==> src/sv/rrp_pkg.sv <==
`timescale 1ns / 1ps
// Shared types, constants and helpers for the rounded rectangle path generator.
// No dependencies.
package rrp_pkg;

    localparam int COORD_W     = 16;
    localparam int PT_W        = 26;
    localparam int HALF_W      = 20;
    localparam int EXT_W       = 17;
    localparam int STEP_W      = 4;
    localparam int CMD_W       = 3;
    localparam int KAPPA_NUM   = 36195;
    localparam int KAPPA_SHIFT = 16;
    localparam int FRAC_SHIFT  = 7;
    localparam int PROD_W      = COORD_W + KAPPA_SHIFT;

    typedef logic signed [HALF_W-1:0] half_t;
    typedef logic signed [PT_W-1:0]   pt_t;

    typedef enum logic [CMD_W-1:0] {
        CMD_MOVE  = 3'd0,
        CMD_LINE  = 3'd1,
        CMD_CUBIC = 3'd2,
        CMD_CLOSE = 3'd3,
        CMD_END   = 3'd4
    } cmd_t;

    function automatic pt_t fix_pt(input half_t c);
        return {c[PT_W-FRAC_SHIFT-1:0], {FRAC_SHIFT{1'b0}}};
    endfunction

endpackage

==> src/sv/rrp_rect_if.sv <==
`timescale 1ns / 1ps
// Rectangle request channel: valid/ready handshake plus rectangle fields.
// Depends on rrp_pkg.
interface rrp_rect_if;
    logic                              valid;
    logic                              ready;
    logic signed [rrp_pkg::COORD_W-1:0] rect_x;
    logic signed [rrp_pkg::COORD_W-1:0] rect_y;
    logic        [rrp_pkg::COORD_W-1:0] rect_width;
    logic        [rrp_pkg::COORD_W-1:0] rect_height;
    logic        [rrp_pkg::COORD_W-1:0] corner_radius;
    logic                              pixel_adjust;

    modport source (
        output valid, rect_x, rect_y, rect_width, rect_height, corner_radius, pixel_adjust,
        input  ready
    );
    modport sink (
        input  valid, rect_x, rect_y, rect_width, rect_height, corner_radius, pixel_adjust,
        output ready
    );
endinterface

==> src/sv/rrp_path_if.sv <==
`timescale 1ns / 1ps
// Path command channel: valid/ready handshake plus one command and its points.
// Depends on rrp_pkg.
interface rrp_path_if;
    logic                            valid;
    logic                            ready;
    logic [rrp_pkg::CMD_W-1:0]       cmd_code;
    logic signed [rrp_pkg::PT_W-1:0] pt1_x;
    logic signed [rrp_pkg::PT_W-1:0] pt1_y;
    logic signed [rrp_pkg::PT_W-1:0] pt2_x;
    logic signed [rrp_pkg::PT_W-1:0] pt2_y;
    logic signed [rrp_pkg::PT_W-1:0] pt3_x;
    logic signed [rrp_pkg::PT_W-1:0] pt3_y;
    logic                            is_last;

    modport source (
        output valid, cmd_code, pt1_x, pt1_y, pt2_x, pt2_y, pt3_x, pt3_y, is_last,
        input  ready
    );
    modport sink (
        input  valid, cmd_code, pt1_x, pt1_y, pt2_x, pt2_y, pt3_x, pt3_y, is_last,
        output ready
    );
endinterface

==> src/sv/rounded_rect_path_gen.sv <==
`timescale 1ns / 1ps
// Rounded rectangle path generator: rectangle in, path commands out.
// Depends on rrp_pkg, rrp_rect_if, rrp_path_if.
// A rectangle reaches the path channel through the input, geometry and result registers.
// Throughput: one command per cycle while the path channel is ready; a rectangle
// yields 1, 6 or 10 commands, and the command sequencer sets the sustained rate.
// Reset: all valid flags clear; no rectangle or command is in flight.
module rounded_rect_path_gen
(
    input  logic       clk,
    input  logic       rst_n,
    rrp_rect_if.sink   rect,
    rrp_path_if.source path
);

    typedef enum logic [1:0] {
        KIND_EMPTY,
        KIND_PLAIN,
        KIND_ROUND
    } kind_t;

    localparam logic [rrp_pkg::STEP_W-1:0] LAST_PLAIN = rrp_pkg::STEP_W'(5);

    // input register
    logic                               raw_valid_reg;
    logic signed [rrp_pkg::COORD_W-1:0] raw_x_reg;
    logic signed [rrp_pkg::COORD_W-1:0] raw_y_reg;
    logic        [rrp_pkg::COORD_W-1:0] raw_w_reg;
    logic        [rrp_pkg::COORD_W-1:0] raw_h_reg;
    logic        [rrp_pkg::COORD_W-1:0] raw_rad_reg;
    logic                               raw_adj_reg;

    // geometry register
    logic                              geom_valid_reg;
    kind_t                             kind_reg, kind_next;
    rrp_pkg::half_t                    x0_reg, x0_next, y0_reg, y0_next;
    rrp_pkg::half_t                    x1_reg, x1_next, y1_reg, y1_next;
    rrp_pkg::half_t                    l_reg, l_next, r_reg, r_next;
    rrp_pkg::half_t                    t_reg, t_next, b_reg, b_next;
    logic [rrp_pkg::COORD_W-1:0]       hk_reg, hk_next, vk_reg, vk_next;
    logic [rrp_pkg::STEP_W-1:0]        step_reg;

    // result register
    logic                              out_valid_reg;
    rrp_pkg::cmd_t                     cmd_reg, cmd_next;
    rrp_pkg::pt_t                      p1x_reg, p1y_reg, p2x_reg, p2y_reg, p3x_reg, p3y_reg;
    rrp_pkg::half_t                    p1x_next, p1y_next, p2x_next, p2y_next;
    rrp_pkg::half_t                    p3x_next, p3y_next;

    logic [rrp_pkg::EXT_W-1:0]         aw, ah, rad2;
    logic [rrp_pkg::COORD_W-1:0]       hr_lim, vr_lim, hr, vr;
    logic [rrp_pkg::PROD_W-1:0]        hprod, vprod;
    rrp_pkg::half_t                    xh, yh, hr_h, vr_h, hk_h, vk_h;
    logic                              is_empty;

    logic out_load, seq_adv, seq_end, geom_free, raw_adv, rect_fire;

    assign out_load  = !out_valid_reg || path.ready;
    assign seq_adv   = geom_valid_reg && out_load;
    assign seq_end   = (cmd_next == rrp_pkg::CMD_END);
    assign geom_free = !geom_valid_reg || (seq_adv && seq_end);
    assign raw_adv   = raw_valid_reg && geom_free;
    assign rect.ready = !raw_valid_reg || geom_free;
    assign rect_fire = rect.valid && rect.ready;

    // geometry in half-pixel units
    always_comb
    begin
        xh     = (rrp_pkg::half_t'(raw_x_reg) <<< 1) + rrp_pkg::half_t'(raw_adj_reg);
        yh     = (rrp_pkg::half_t'(raw_y_reg) <<< 1) + rrp_pkg::half_t'(raw_adj_reg);
        aw     = {raw_w_reg, 1'b0} - (raw_adj_reg ? rrp_pkg::EXT_W'(2) : '0);
        ah     = {raw_h_reg, 1'b0} - (raw_adj_reg ? rrp_pkg::EXT_W'(2) : '0);
        rad2   = {raw_rad_reg, 1'b0};
        hr_lim = aw[rrp_pkg::EXT_W-1:1];
        vr_lim = ah[rrp_pkg::EXT_W-1:1];
        hr     = (rad2 < {1'b0, hr_lim}) ? rad2[rrp_pkg::COORD_W-1:0] : hr_lim;
        vr     = (rad2 < {1'b0, vr_lim}) ? rad2[rrp_pkg::COORD_W-1:0] : vr_lim;
        hr_h   = rrp_pkg::half_t'({{(rrp_pkg::HALF_W-rrp_pkg::COORD_W){1'b0}}, hr});
        vr_h   = rrp_pkg::half_t'({{(rrp_pkg::HALF_W-rrp_pkg::COORD_W){1'b0}}, vr});
        hprod  = rrp_pkg::PROD_W'(hr) * rrp_pkg::PROD_W'(rrp_pkg::KAPPA_NUM);
        vprod  = rrp_pkg::PROD_W'(vr) * rrp_pkg::PROD_W'(rrp_pkg::KAPPA_NUM);
        hk_next = hprod[rrp_pkg::PROD_W-1:rrp_pkg::KAPPA_SHIFT];
        vk_next = vprod[rrp_pkg::PROD_W-1:rrp_pkg::KAPPA_SHIFT];

        x0_next = xh;
        y0_next = yh;
        x1_next = xh + rrp_pkg::half_t'({{(rrp_pkg::HALF_W-rrp_pkg::EXT_W){1'b0}}, aw});
        y1_next = yh + rrp_pkg::half_t'({{(rrp_pkg::HALF_W-rrp_pkg::EXT_W){1'b0}}, ah});
        l_next  = xh + hr_h;
        t_next  = yh + vr_h;
        r_next  = x1_next - hr_h;
        b_next  = y1_next - vr_h;

        is_empty = (raw_w_reg == '0) || (raw_h_reg == '0) ||
                   (raw_adj_reg && ((raw_w_reg <= rrp_pkg::COORD_W'(1)) ||
                                    (raw_h_reg <= rrp_pkg::COORD_W'(1))));
        // a corner offset is zero exactly when its radius is 0 or 1
        if (is_empty)
        begin
            kind_next = KIND_EMPTY;
        end
        else if ((hr <= rrp_pkg::COORD_W'(1)) && (vr <= rrp_pkg::COORD_W'(1)))
        begin
            kind_next = KIND_PLAIN;
        end
        else
        begin
            kind_next = KIND_ROUND;
        end
    end

    // command sequencer
    always_comb
    begin
        hk_h     = rrp_pkg::half_t'({{(rrp_pkg::HALF_W-rrp_pkg::COORD_W){1'b0}}, hk_reg});
        vk_h     = rrp_pkg::half_t'({{(rrp_pkg::HALF_W-rrp_pkg::COORD_W){1'b0}}, vk_reg});
        cmd_next = rrp_pkg::CMD_END;
        p1x_next = '0;
        p1y_next = '0;
        p2x_next = '0;
        p2y_next = '0;
        p3x_next = '0;
        p3y_next = '0;
        case (kind_reg)
            KIND_PLAIN:
            begin
                case (step_reg)
                    4'd0:
                    begin
                        cmd_next = rrp_pkg::CMD_MOVE;
                        p1x_next = x0_reg; p1y_next = y0_reg;
                    end
                    4'd1:
                    begin
                        cmd_next = rrp_pkg::CMD_LINE;
                        p1x_next = x1_reg; p1y_next = y0_reg;
                    end
                    4'd2:
                    begin
                        cmd_next = rrp_pkg::CMD_LINE;
                        p1x_next = x1_reg; p1y_next = y1_reg;
                    end
                    4'd3:
                    begin
                        cmd_next = rrp_pkg::CMD_LINE;
                        p1x_next = x0_reg; p1y_next = y1_reg;
                    end
                    4'd4:    cmd_next = rrp_pkg::CMD_CLOSE;
                    default: cmd_next = rrp_pkg::CMD_END;
                endcase
            end
            KIND_ROUND:
            begin
                case (step_reg)
                    4'd0:
                    begin
                        cmd_next = rrp_pkg::CMD_MOVE;
                        p1x_next = r_reg; p1y_next = y0_reg;
                    end
                    4'd1:
                    begin
                        cmd_next = rrp_pkg::CMD_CUBIC;
                        p1x_next = r_reg + hk_h; p1y_next = y0_reg;
                        p2x_next = x1_reg;       p2y_next = t_reg - vk_h;
                        p3x_next = x1_reg;       p3y_next = t_reg;
                    end
                    4'd2:
                    begin
                        cmd_next = rrp_pkg::CMD_LINE;
                        p1x_next = x1_reg; p1y_next = b_reg;
                    end
                    4'd3:
                    begin
                        cmd_next = rrp_pkg::CMD_CUBIC;
                        p1x_next = x1_reg;       p1y_next = b_reg + vk_h;
                        p2x_next = r_reg + hk_h; p2y_next = y1_reg;
                        p3x_next = r_reg;        p3y_next = y1_reg;
                    end
                    4'd4:
                    begin
                        cmd_next = rrp_pkg::CMD_LINE;
                        p1x_next = l_reg; p1y_next = y1_reg;
                    end
                    4'd5:
                    begin
                        cmd_next = rrp_pkg::CMD_CUBIC;
                        p1x_next = l_reg - hk_h; p1y_next = y1_reg;
                        p2x_next = x0_reg;       p2y_next = b_reg + vk_h;
                        p3x_next = x0_reg;       p3y_next = b_reg;
                    end
                    4'd6:
                    begin
                        cmd_next = rrp_pkg::CMD_LINE;
                        p1x_next = x0_reg; p1y_next = t_reg;
                    end
                    4'd7:
                    begin
                        cmd_next = rrp_pkg::CMD_CUBIC;
                        p1x_next = x0_reg;       p1y_next = t_reg - vk_h;
                        p2x_next = l_reg - hk_h; p2y_next = y0_reg;
                        p3x_next = l_reg;        p3y_next = y0_reg;
                    end
                    4'd8:    cmd_next = rrp_pkg::CMD_CLOSE;
                    default: cmd_next = rrp_pkg::CMD_END;
                endcase
            end
            default: cmd_next = rrp_pkg::CMD_END;
        endcase
    end

    // control
    always_ff @(posedge clk or negedge rst_n)
    begin
        if (!rst_n)
        begin
            raw_valid_reg  <= 1'b0;
            geom_valid_reg <= 1'b0;
            out_valid_reg  <= 1'b0;
            step_reg       <= '0;
        end
        else
        begin
            if (rect_fire)
            begin
                raw_valid_reg <= 1'b1;
            end
            else if (raw_adv)
            begin
                raw_valid_reg <= 1'b0;
            end
            if (geom_free)
            begin
                geom_valid_reg <= raw_valid_reg;
                step_reg       <= '0;
            end
            else if (seq_adv)
            begin
                step_reg <= step_reg + rrp_pkg::STEP_W'(1);
            end
            out_valid_reg <= seq_adv || (out_valid_reg && !path.ready);
        end
    end

    // payload
    always_ff @(posedge clk)
    begin
        if (rect_fire)
        begin
            raw_x_reg   <= rect.rect_x;
            raw_y_reg   <= rect.rect_y;
            raw_w_reg   <= rect.rect_width;
            raw_h_reg   <= rect.rect_height;
            raw_rad_reg <= rect.corner_radius;
            raw_adj_reg <= rect.pixel_adjust;
        end
        if (raw_adv)
        begin
            kind_reg <= kind_next;
            x0_reg   <= x0_next;
            y0_reg   <= y0_next;
            x1_reg   <= x1_next;
            y1_reg   <= y1_next;
            l_reg    <= l_next;
            r_reg    <= r_next;
            t_reg    <= t_next;
            b_reg    <= b_next;
            hk_reg   <= hk_next;
            vk_reg   <= vk_next;
        end
        if (seq_adv)
        begin
            cmd_reg <= cmd_next;
            p1x_reg <= rrp_pkg::fix_pt(p1x_next);
            p1y_reg <= rrp_pkg::fix_pt(p1y_next);
            p2x_reg <= rrp_pkg::fix_pt(p2x_next);
            p2y_reg <= rrp_pkg::fix_pt(p2y_next);
            p3x_reg <= rrp_pkg::fix_pt(p3x_next);
            p3y_reg <= rrp_pkg::fix_pt(p3y_next);
        end
    end

    assign path.valid    = out_valid_reg;
    assign path.cmd_code = cmd_reg;
    assign path.pt1_x    = p1x_reg;
    assign path.pt1_y    = p1y_reg;
    assign path.pt2_x    = p2x_reg;
    assign path.pt2_y    = p2y_reg;
    assign path.pt3_x    = p3x_reg;
    assign path.pt3_y    = p3y_reg;
    assign path.is_last  = (cmd_reg == rrp_pkg::CMD_END);

    a_empty_one_step: assert property (@(posedge clk) disable iff (!rst_n)
        (geom_valid_reg && kind_reg == KIND_EMPTY) |-> (step_reg == '0))
        else $error("empty rectangle sequencer past its only command");

    a_plain_bound: assert property (@(posedge clk) disable iff (!rst_n)
        (geom_valid_reg && kind_reg == KIND_PLAIN) |-> (step_reg <= LAST_PLAIN))
        else $error("plain rectangle sequencer past its end command");

    a_end_restarts: assert property (@(posedge clk) disable iff (!rst_n)
        (seq_adv && seq_end) |=> (step_reg == '0))
        else $error("sequencer did not restart after end command");

    a_bare_cmds: assert property (@(posedge clk) disable iff (!rst_n)
        (out_valid_reg && (cmd_reg == rrp_pkg::CMD_CLOSE || cmd_reg == rrp_pkg::CMD_END))
        |-> (p1x_reg == '0 && p1y_reg == '0 && p2x_reg == '0 && p2y_reg == '0 &&
             p3x_reg == '0 && p3y_reg == '0))
        else $error("close or end command carries points");

endmodule
==> src/flat_wrapper.sv <==
// flat-port wrapper written by rule: the top's interface ports become plain ports
module rounded_rect_path_gen_flat 
  (clk, rst_n, rect_valid, rect_rect_x, rect_rect_y, rect_rect_width, rect_rect_height, rect_corner_radius, rect_pixel_adjust, rect_ready, path_valid, path_cmd_code, path_pt1_x, path_pt1_y, path_pt2_x, path_pt2_y, path_pt3_x, path_pt3_y, path_is_last, path_ready);
  rrp_rect_if rect_i ();
  rrp_path_if path_i ();
  input  logic clk;
  input  logic rst_n;
  input wire logic [$bits(rect_i.valid)-1:0] rect_valid;
  input wire logic [$bits(rect_i.rect_x)-1:0] rect_rect_x;
  input wire logic [$bits(rect_i.rect_y)-1:0] rect_rect_y;
  input wire logic [$bits(rect_i.rect_width)-1:0] rect_rect_width;
  input wire logic [$bits(rect_i.rect_height)-1:0] rect_rect_height;
  input wire logic [$bits(rect_i.corner_radius)-1:0] rect_corner_radius;
  input wire logic [$bits(rect_i.pixel_adjust)-1:0] rect_pixel_adjust;
  output wire logic [$bits(rect_i.ready)-1:0] rect_ready;
  output wire logic [$bits(path_i.valid)-1:0] path_valid;
  output wire logic [$bits(path_i.cmd_code)-1:0] path_cmd_code;
  output wire logic [$bits(path_i.pt1_x)-1:0] path_pt1_x;
  output wire logic [$bits(path_i.pt1_y)-1:0] path_pt1_y;
  output wire logic [$bits(path_i.pt2_x)-1:0] path_pt2_x;
  output wire logic [$bits(path_i.pt2_y)-1:0] path_pt2_y;
  output wire logic [$bits(path_i.pt3_x)-1:0] path_pt3_x;
  output wire logic [$bits(path_i.pt3_y)-1:0] path_pt3_y;
  output wire logic [$bits(path_i.is_last)-1:0] path_is_last;
  input wire logic [$bits(path_i.ready)-1:0] path_ready;
  assign rect_i.valid = rect_valid;
  assign rect_i.rect_x = rect_rect_x;
  assign rect_i.rect_y = rect_rect_y;
  assign rect_i.rect_width = rect_rect_width;
  assign rect_i.rect_height = rect_rect_height;
  assign rect_i.corner_radius = rect_corner_radius;
  assign rect_i.pixel_adjust = rect_pixel_adjust;
  assign rect_ready = rect_i.ready;
  assign path_valid = path_i.valid;
  assign path_cmd_code = path_i.cmd_code;
  assign path_pt1_x = path_i.pt1_x;
  assign path_pt1_y = path_i.pt1_y;
  assign path_pt2_x = path_i.pt2_x;
  assign path_pt2_y = path_i.pt2_y;
  assign path_pt3_x = path_i.pt3_x;
  assign path_pt3_y = path_i.pt3_y;
  assign path_is_last = path_i.is_last;
  assign path_i.ready = path_ready;
  rounded_rect_path_gen u_core (.clk(clk), .rst_n(rst_n), .rect(rect_i), .path(path_i));
endmodule
==> config.mk <==
export PLATFORM = sky130hd
export DESIGN_NAME = rounded_rect_path_gen_flat
export DESIGN_NICKNAME = d
export VERILOG_FILES = /design/src/sv/rrp_pkg.sv /design/src/sv/rrp_rect_if.sv /design/src/sv/rrp_path_if.sv /design/src/sv/rounded_rect_path_gen.sv /design/src/flat_wrapper.sv
export SDC_FILE = /design/constraint.sdc
export NUM_CORES = 1
export LEC_CHECK = 0
export BUFFER_PORTS_ARGS = -buffer_cell sky130_fd_sc_hd__buf_4
export CORE_MARGIN = 2
export CORE_UTILIZATION = 45
export DETAILED_ROUTE_END_ITERATION = 10
export GPL_TIMING_DRIVEN = 0
export PLACE_DENSITY = 0.69
export SLEW_MARGIN = 20
export SYNTH_ARGS = -nofsm -noshare
export SYNTH_HDL_FRONTEND = slang
export SYNTH_SLANG_ARGS = --single-unit
==> constraint.sdc <==
create_clock -name clk -period 22.9 [get_ports clk]
set_clock_uncertainty 0.1 [all_clocks]
set_input_delay 2.29 -clock clk [delete_from_list [all_inputs] [get_ports clk]]
set_output_delay 2.29 -clock clk [all_outputs]
set_load 0.02 [all_outputs]
# Yosys cells after proc, flatten, opt, wreduce, memory -nomap -nowiden

Cells that the tools add are included.

Word-level logic and storage cells: 116
Flip-flop bits (word level): 389
Output and inout port bits: 162

Multipliers: 2
Add/subtract/negate cells: 15
Reduce and logical (&&, ||, !) cells: 32
Mux-type cells: 21
Equal/unequal tests: 12
Order comparisons: 6

Operators with widths:

| kind                     | number |
|---|---|
| $pmux W19 S4             | 4 |
| $pmux W19 S6             | 2 |
| $pmux W19 S2             | 4 |
| $sub A19 B17 Y19         | 4 |
| $le A16 B1 Y1 const B    | 4 |
| $mul A16 B16 Y32 const B | 2 |
| $add A18 B17 Y19         | 2 |
| $add A18 B18 Y19         | 2 |
| $add A19 B17 Y19         | 2 |
| $add A17 B2 Y18          | 2 |
| $lt A17 B16 Y1           | 2 |
| $sub A17 B17 Y17         | 2 |
| $logic_not A16 Y1        | 2 |
| $mux W16                 | 2 |
| $eq A4 B3 Y1 const B     | 4 |
| $pmux W3 S4              | 1 |
| $reduce_or A2 Y1         | 6 |
| $pmux W3 S3              | 1 |
| $eq A4 B2 Y1 const B     | 2 |
| $mux W4                  | 2 |
| $logic_and A1 B1 Y1      | 7 |
| $logic_or A1 B1 Y1       | 7 |
| $eq A3 B3 Y1 const B     | 2 |
| $pmux W3 S2              | 1 |
| 12 further kinds         | 19 |

# Longest topological paths before layout

Word-level depth: 10
Mapped depth: 40
Mapped depth without buffers: 39

# Worst setup path after synthesis

No wires, ideal clock.

Kind: register to register
Start: reg u_core.raw_h_reg[2] (netlist name)
End: reg u_core.vk_reg[5] (netlist name), data pin
Cell stages (with the launch flop): 34
Setup time: 266 ps
Data required time: 22534 ps
Path slack: 13946 ps
Period minus slack after synthesis: 8954 ps
Arrival time: 8588 ps
Path through: edfxtp_1 > or4_1 > nor4_2 > nand2_1 > nor4_1 > xor2_1 > inv_1 > ha_1 > nand2b_1 > or3_1 > o41ai_1 > clkbuf_1 > nor2_1 > a21oi_1 > ha_1 > inv_1 > fa_1 > inv_1 > fa_1 > fa_1 > fa_1 > inv_1 > fa_1 > inv_1 > ha_1 > a211o_1 > nor3b_1 > o211ai_1 > o21a_1 > a21oi_1 > nor2b_1 > o21a_1 > o41ai_1 > xnor2_1

Word-level cells in the longest chain between the ends: 4

RTL lines:

| item                       | line                         | RTL |
|---|---|---|
| start, declared            | rounded_rect_path_gen.sv:29  | `logic [rrp_pkg::COORD_W-1:0] raw_h_reg;` |
| start signal, assigned     | rounded_rect_path_gen.sv:252 | `raw_h_reg <= rect.rect_height;` |
| $sub A17 B17 Y17 *         | rounded_rect_path_gen.sv:72  | `ah = {raw_h_reg, 1'b0} - (raw_adj_reg ? rrp_pkg::EXT_W'(2) : '0);` |
| $lt A17 B16 Y1             | rounded_rect_path_gen.sv:77  | `vr = (rad2 < {1'b0, vr_lim}) ? rad2[rrp_pkg::COORD_W-1:0] : vr_lim;` |
| $mux W16 *                 | rounded_rect_path_gen.sv:77  |  |
| $mul A16 B16 Y32 *         | rounded_rect_path_gen.sv:81  | `vprod = rrp_pkg::PROD_W'(vr) * rrp_pkg::PROD_W'(rrp_pkg::KAPPA_NUM);` |
| via u_core.vprod (one bit) | rounded_rect_path_gen.sv:52  | `logic [rrp_pkg::PROD_W-1:0] hprod, vprod;` |
| end signal, assigned       | rounded_rect_path_gen.sv:268 | `vk_reg <= vk_next;` |
| end, declared              | rounded_rect_path_gen.sv:40  | `logic [rrp_pkg::COORD_W-1:0] hk_reg, hk_next, vk_reg, vk_next;` |

Mark *: on every way through the listed nets, which the timed path passes. The rest lies on a longest branch.
A chain may end at the register's enable or synchronous reset.

# Worst setup path after layout

Ends and elaborated chain as after synthesis.

==> flow_summary_export.csv <==
group,metric,value,unit
hold_path,hold_path_depth,1,
synth,synth.avg_cell_area,10.25,µm²
hold_path,hold_end,"u_core.geom_valid_reg$_DFFE_PN0P_",
route,post_drt_wl_per_cell,22.24,µm
critical_path,ff2ff_path_depth,32,
route,via_per_inst,5.796,
route,vias,26298,
global_route,grt_util_met1,39.92,%
final_layout,final_nets,4264,
global_route,grt_pass1_wl,152300,µm
final_layout,syn2layout_area_growth,13.76,%
global_route,antenna_found_initial,1,
synth,synth-edff-count,375,
clock_network,cts_root_buf,"clkbuf_16",
critical_path,path_buf_inv,6,
critical_path,cp_top_family,"adder cells",
floorplanning,fp.dieH,276,µm
sta,worst_slack,11.58,ns
global_route,grtUsageTotal,26.01,%
final_layout,register_area,11440,µm²
run_status,violations,"DRC",
clock_network,worstSkewPairLatency,0.60,ns
sta,tns,0,ns
sta,relSlewSlack,20.82,%
synth,syn_inst,3247,
synth,yosysUniqueCellTypes,93,
clock_network,postCtsSetupRepairBufs,0,
critical_path,cpPeakStageDelay,0.82,ns
sta,finalHoldViolCount,0,
sta,maxSlewViolCount,0,
placed_design,place.gp.congestion,1.003,
synth,netlist_area,33290,µm²
floorplanning,coreArea,73080,µm²
synth,synth.ff_latch_count,382,
run_status,status,"finished with violations",
clock_network,cts_tree,"built",
route,drt_iter0_markers,2892,
synth,ys_warn_count,0,
critical_path,rr_startpoint,"u_core.raw_h_reg[2]$_DFFE_PP_",
route,drt_wl_total,100900,µm
clock_network,cts_buffers,44,
critical_path,crit_required,23.13,ns
global_route,use_met3,3.220,%
floorplanning,io_pins,247,
floorplanning,die-area,76180,µm²
placed_design,port_buffers,204,
clock_network,clk_pin_slew,0.06,ns
floorplanning,rows,99,
critical_path,critPathCaptureType,"flop",
clock_network,holdBufCountCts,0,
clock_network,cts.htree.levels,2,
sta,finalSetupViolCount,0,
final_layout,drive_gt1_share,10.51,%
synth,async_flop_share,1.832,%
critical_path,path_class,"reg -> reg",
critical_path,start_kind,"flop",
floorplanning,die_w,276,µm
hold_path,min_path_type,"reg -> reg",
placed_design,dpl.hpwl,83030,µm
sta,max_freq,88.36,MHz
final_layout,num-fill-cells,6634,
final_layout,antenna_cells,0,
global_route,grt_pass1_vias,24829,
global_route,grt-ovfl-total,0,
route,ant_nets,0,
sta,tightest_slew,1.188,ns
critical_path,ff2ff_setup_slack,11.58,ns
synth,ys.flop_type,"edfxtp_1",
synth,ys_seq_area_share,34.35,%
final_layout,multiInputGateArea,19960,µm²
global_route,grt_max_degree,63,
route,drcViolationCount,21,
hold_path,worstHoldStart,"u_core.raw_valid_reg$_DFFE_PN0P_",
clock_network,clockBufferDepth,3,
critical_path,r2r_end,"u_core.vk_reg[5]$_DFFE_PP_",
global_route,top_usage_layer,"met1",
sta,rsz0062_at_grt,"no",
critical_path,crit_fanout,10,
route,drt_pass1_iterations,9,
clock_network,ctsResizeCount,0,
flow_run,cap_violations,0,
global_route,grtUsageMet2,38.45,%
critical_path,crit_arrival,11.55,ns
critical_path,slowest_stage,"a21oi_1",
clock_network,clock-sinks,382,
floorplanning,start_util,45.56,%
sta,fin_crit_sh,49.42,%
placed_design,preCtsSetupSlack,11.69,ns
sta,min_period,11.32,ns
-- cells in the mapped netlist, types with 8 or more instances --
| cell | instances | share of area, % |
|---|---|---|
| edfxtp_1 | 375 | 34 |
| a21oi_1 | 259 | 3.9 |
| ha_1 | 489 | 18 |
| a222oi_1 | 26 | 0.78 |
| and2_1 | 26 | 0.49 |
| fa_1 | 146 | 8.8 |
| o31ai_1 | 14 | 0.32 |
| a31oi_1 | 34 | 0.64 |
| nand3_1 | 47 | 0.71 |
| inv_1 | 383 | 4.3 |
| a22o_1 | 11 | 0.29 |
| nor2_1 | 202 | 2.3 |
| xnor2_1 | 133 | 3.5 |
| buf_4 | 42 | 0.95 |
| a22oi_1 | 131 | 3.0 |
| nor3_1 | 60 | 0.90 |
| a211oi_1 | 11 | 0.25 |
| buf_1 | 14 | 0.16 |
| or3_1 | 19 | 0.36 |
| o22a_1 | 8 | 0.21 |
| nand2b_1 | 21 | 0.39 |
| nand2_1 | 181 | 2.0 |
| o21ai_0 | 76 | 1.1 |
| o21ai_1 | 9 | 0.14 |
| nor3b_1 | 8 | 0.18 |
| nor2b_1 | 35 | 0.66 |
| a21o_1 | 55 | 1.2 |
| o2111ai_1 | 8 | 0.21 |
| or2_2 | 10 | 0.19 |
| and3_1 | 14 | 0.26 |
| o22ai_1 | 17 | 0.32 |
| xor2_1 | 74 | 1.9 |
| o21bai_1 | 15 | 0.34 |
| a221oi_1 | 27 | 0.71 |
| nand4_1 | 14 | 0.26 |
| o211ai_1 | 10 | 0.23 |
| o21a_1 | 43 | 0.97 |
| clkbuf_1 | 67 | 0.76 |
-- per-stage QoR --
stage          instances  utilization (%)  hold WS (ns)  cell area, µm²
4_1_cts             4536            51.81        0.4110           37870
3_3_place_gp        4451            49.50        0.3816           36180
2_1_floorplan       3288                -        0.3484           33450
5_1_grt             4537            51.82        0.4361           37870
3_5_place_dp        4456            49.71        0.3841           36330
6_report            4537            51.82        0.4041           37870
-- worst max-delay path by stage --
stage / start / to / slack (ns) / cells past startpoint
2_1_floorplan: u_core.raw_h_reg[2]$_DFFE_PP_ / u_core.vk_reg[5]$_DFFE_PP_ / 13.95 / 33
3_3_place_gp: u_core.raw_h_reg[2]$_DFFE_PP_ / u_core.vk_reg[14]$_DFFE_PP_ / 11.75 / 33
3_5_place_dp: u_core.raw_h_reg[2]$_DFFE_PP_ / u_core.vk_reg[14]$_DFFE_PP_ / 11.69 / 33
4_1_cts: u_core.raw_h_reg[2]$_DFFE_PP_ / u_core.vk_reg[14]$_DFFE_PP_ / 11.66 / 33
5_1_grt: u_core.raw_h_reg[2]$_DFFE_PP_ / u_core.vk_reg[5]$_DFFE_PP_ / 11.05 / 32
6_report: u_core.raw_h_reg[2]$_DFFE_PP_ / u_core.vk_reg[5]$_DFFE_PP_ / 11.58 / 32
-- final cells by class --
class                      count  area share, %
clock inverter                28         0.9944
buffer                       127          1.688
tap                          959          3.168
inverter                     384          3.806
timing repair buffer         210          4.381
clock buffer                  52          3.066
sequential                   382          30.20
multi-input combinational   2395          52.70
-- cell families after synthesis --
family | count (synthesis) | synth area share, %
other cells | 1 | 0.01126
mux | 4 | 0.1240
buf+inv | 511 | 6.250
flops | 382 | 34.35
simple gates | 670 | 9.501
compound gates | 837 | 17.16
xor+xnor | 207 | 5.446
fa+ha+maj | 635 | 27.16
-- routing by layer --
layer	wire length (µm)	share of wire, %
met2	42750	42
met5	0	0
met3	8608	8.5
met4	2711	2.7
met1	46830	46
-- cell usage in the layout, fill, tap and decap left out, types with 21 or more instances in the layout --
cell type	count
a222oi_1	26
o21a_1	43
o21ai_0	76
buf_4	246
xor2_1	74
nand3_1	47
a21oi_1	253
nor2_1	202
inv_1	383
clkbuf_16	44
ha_1	489
xnor2_1	133
nand2_1	181
a31oi_1	34
a21o_1	55
conb_1	42
nor2b_1	35
a221oi_1	27
fa_1	146
a22oi_1	131
nor3_1	60
clkbuf_1	72
nand2b_1	21
edfxtp_1	375
and2_1	23
Power is not shown: default switching activity piles up to over one toggle a cycle in this logic, so the estimate is an artifact.
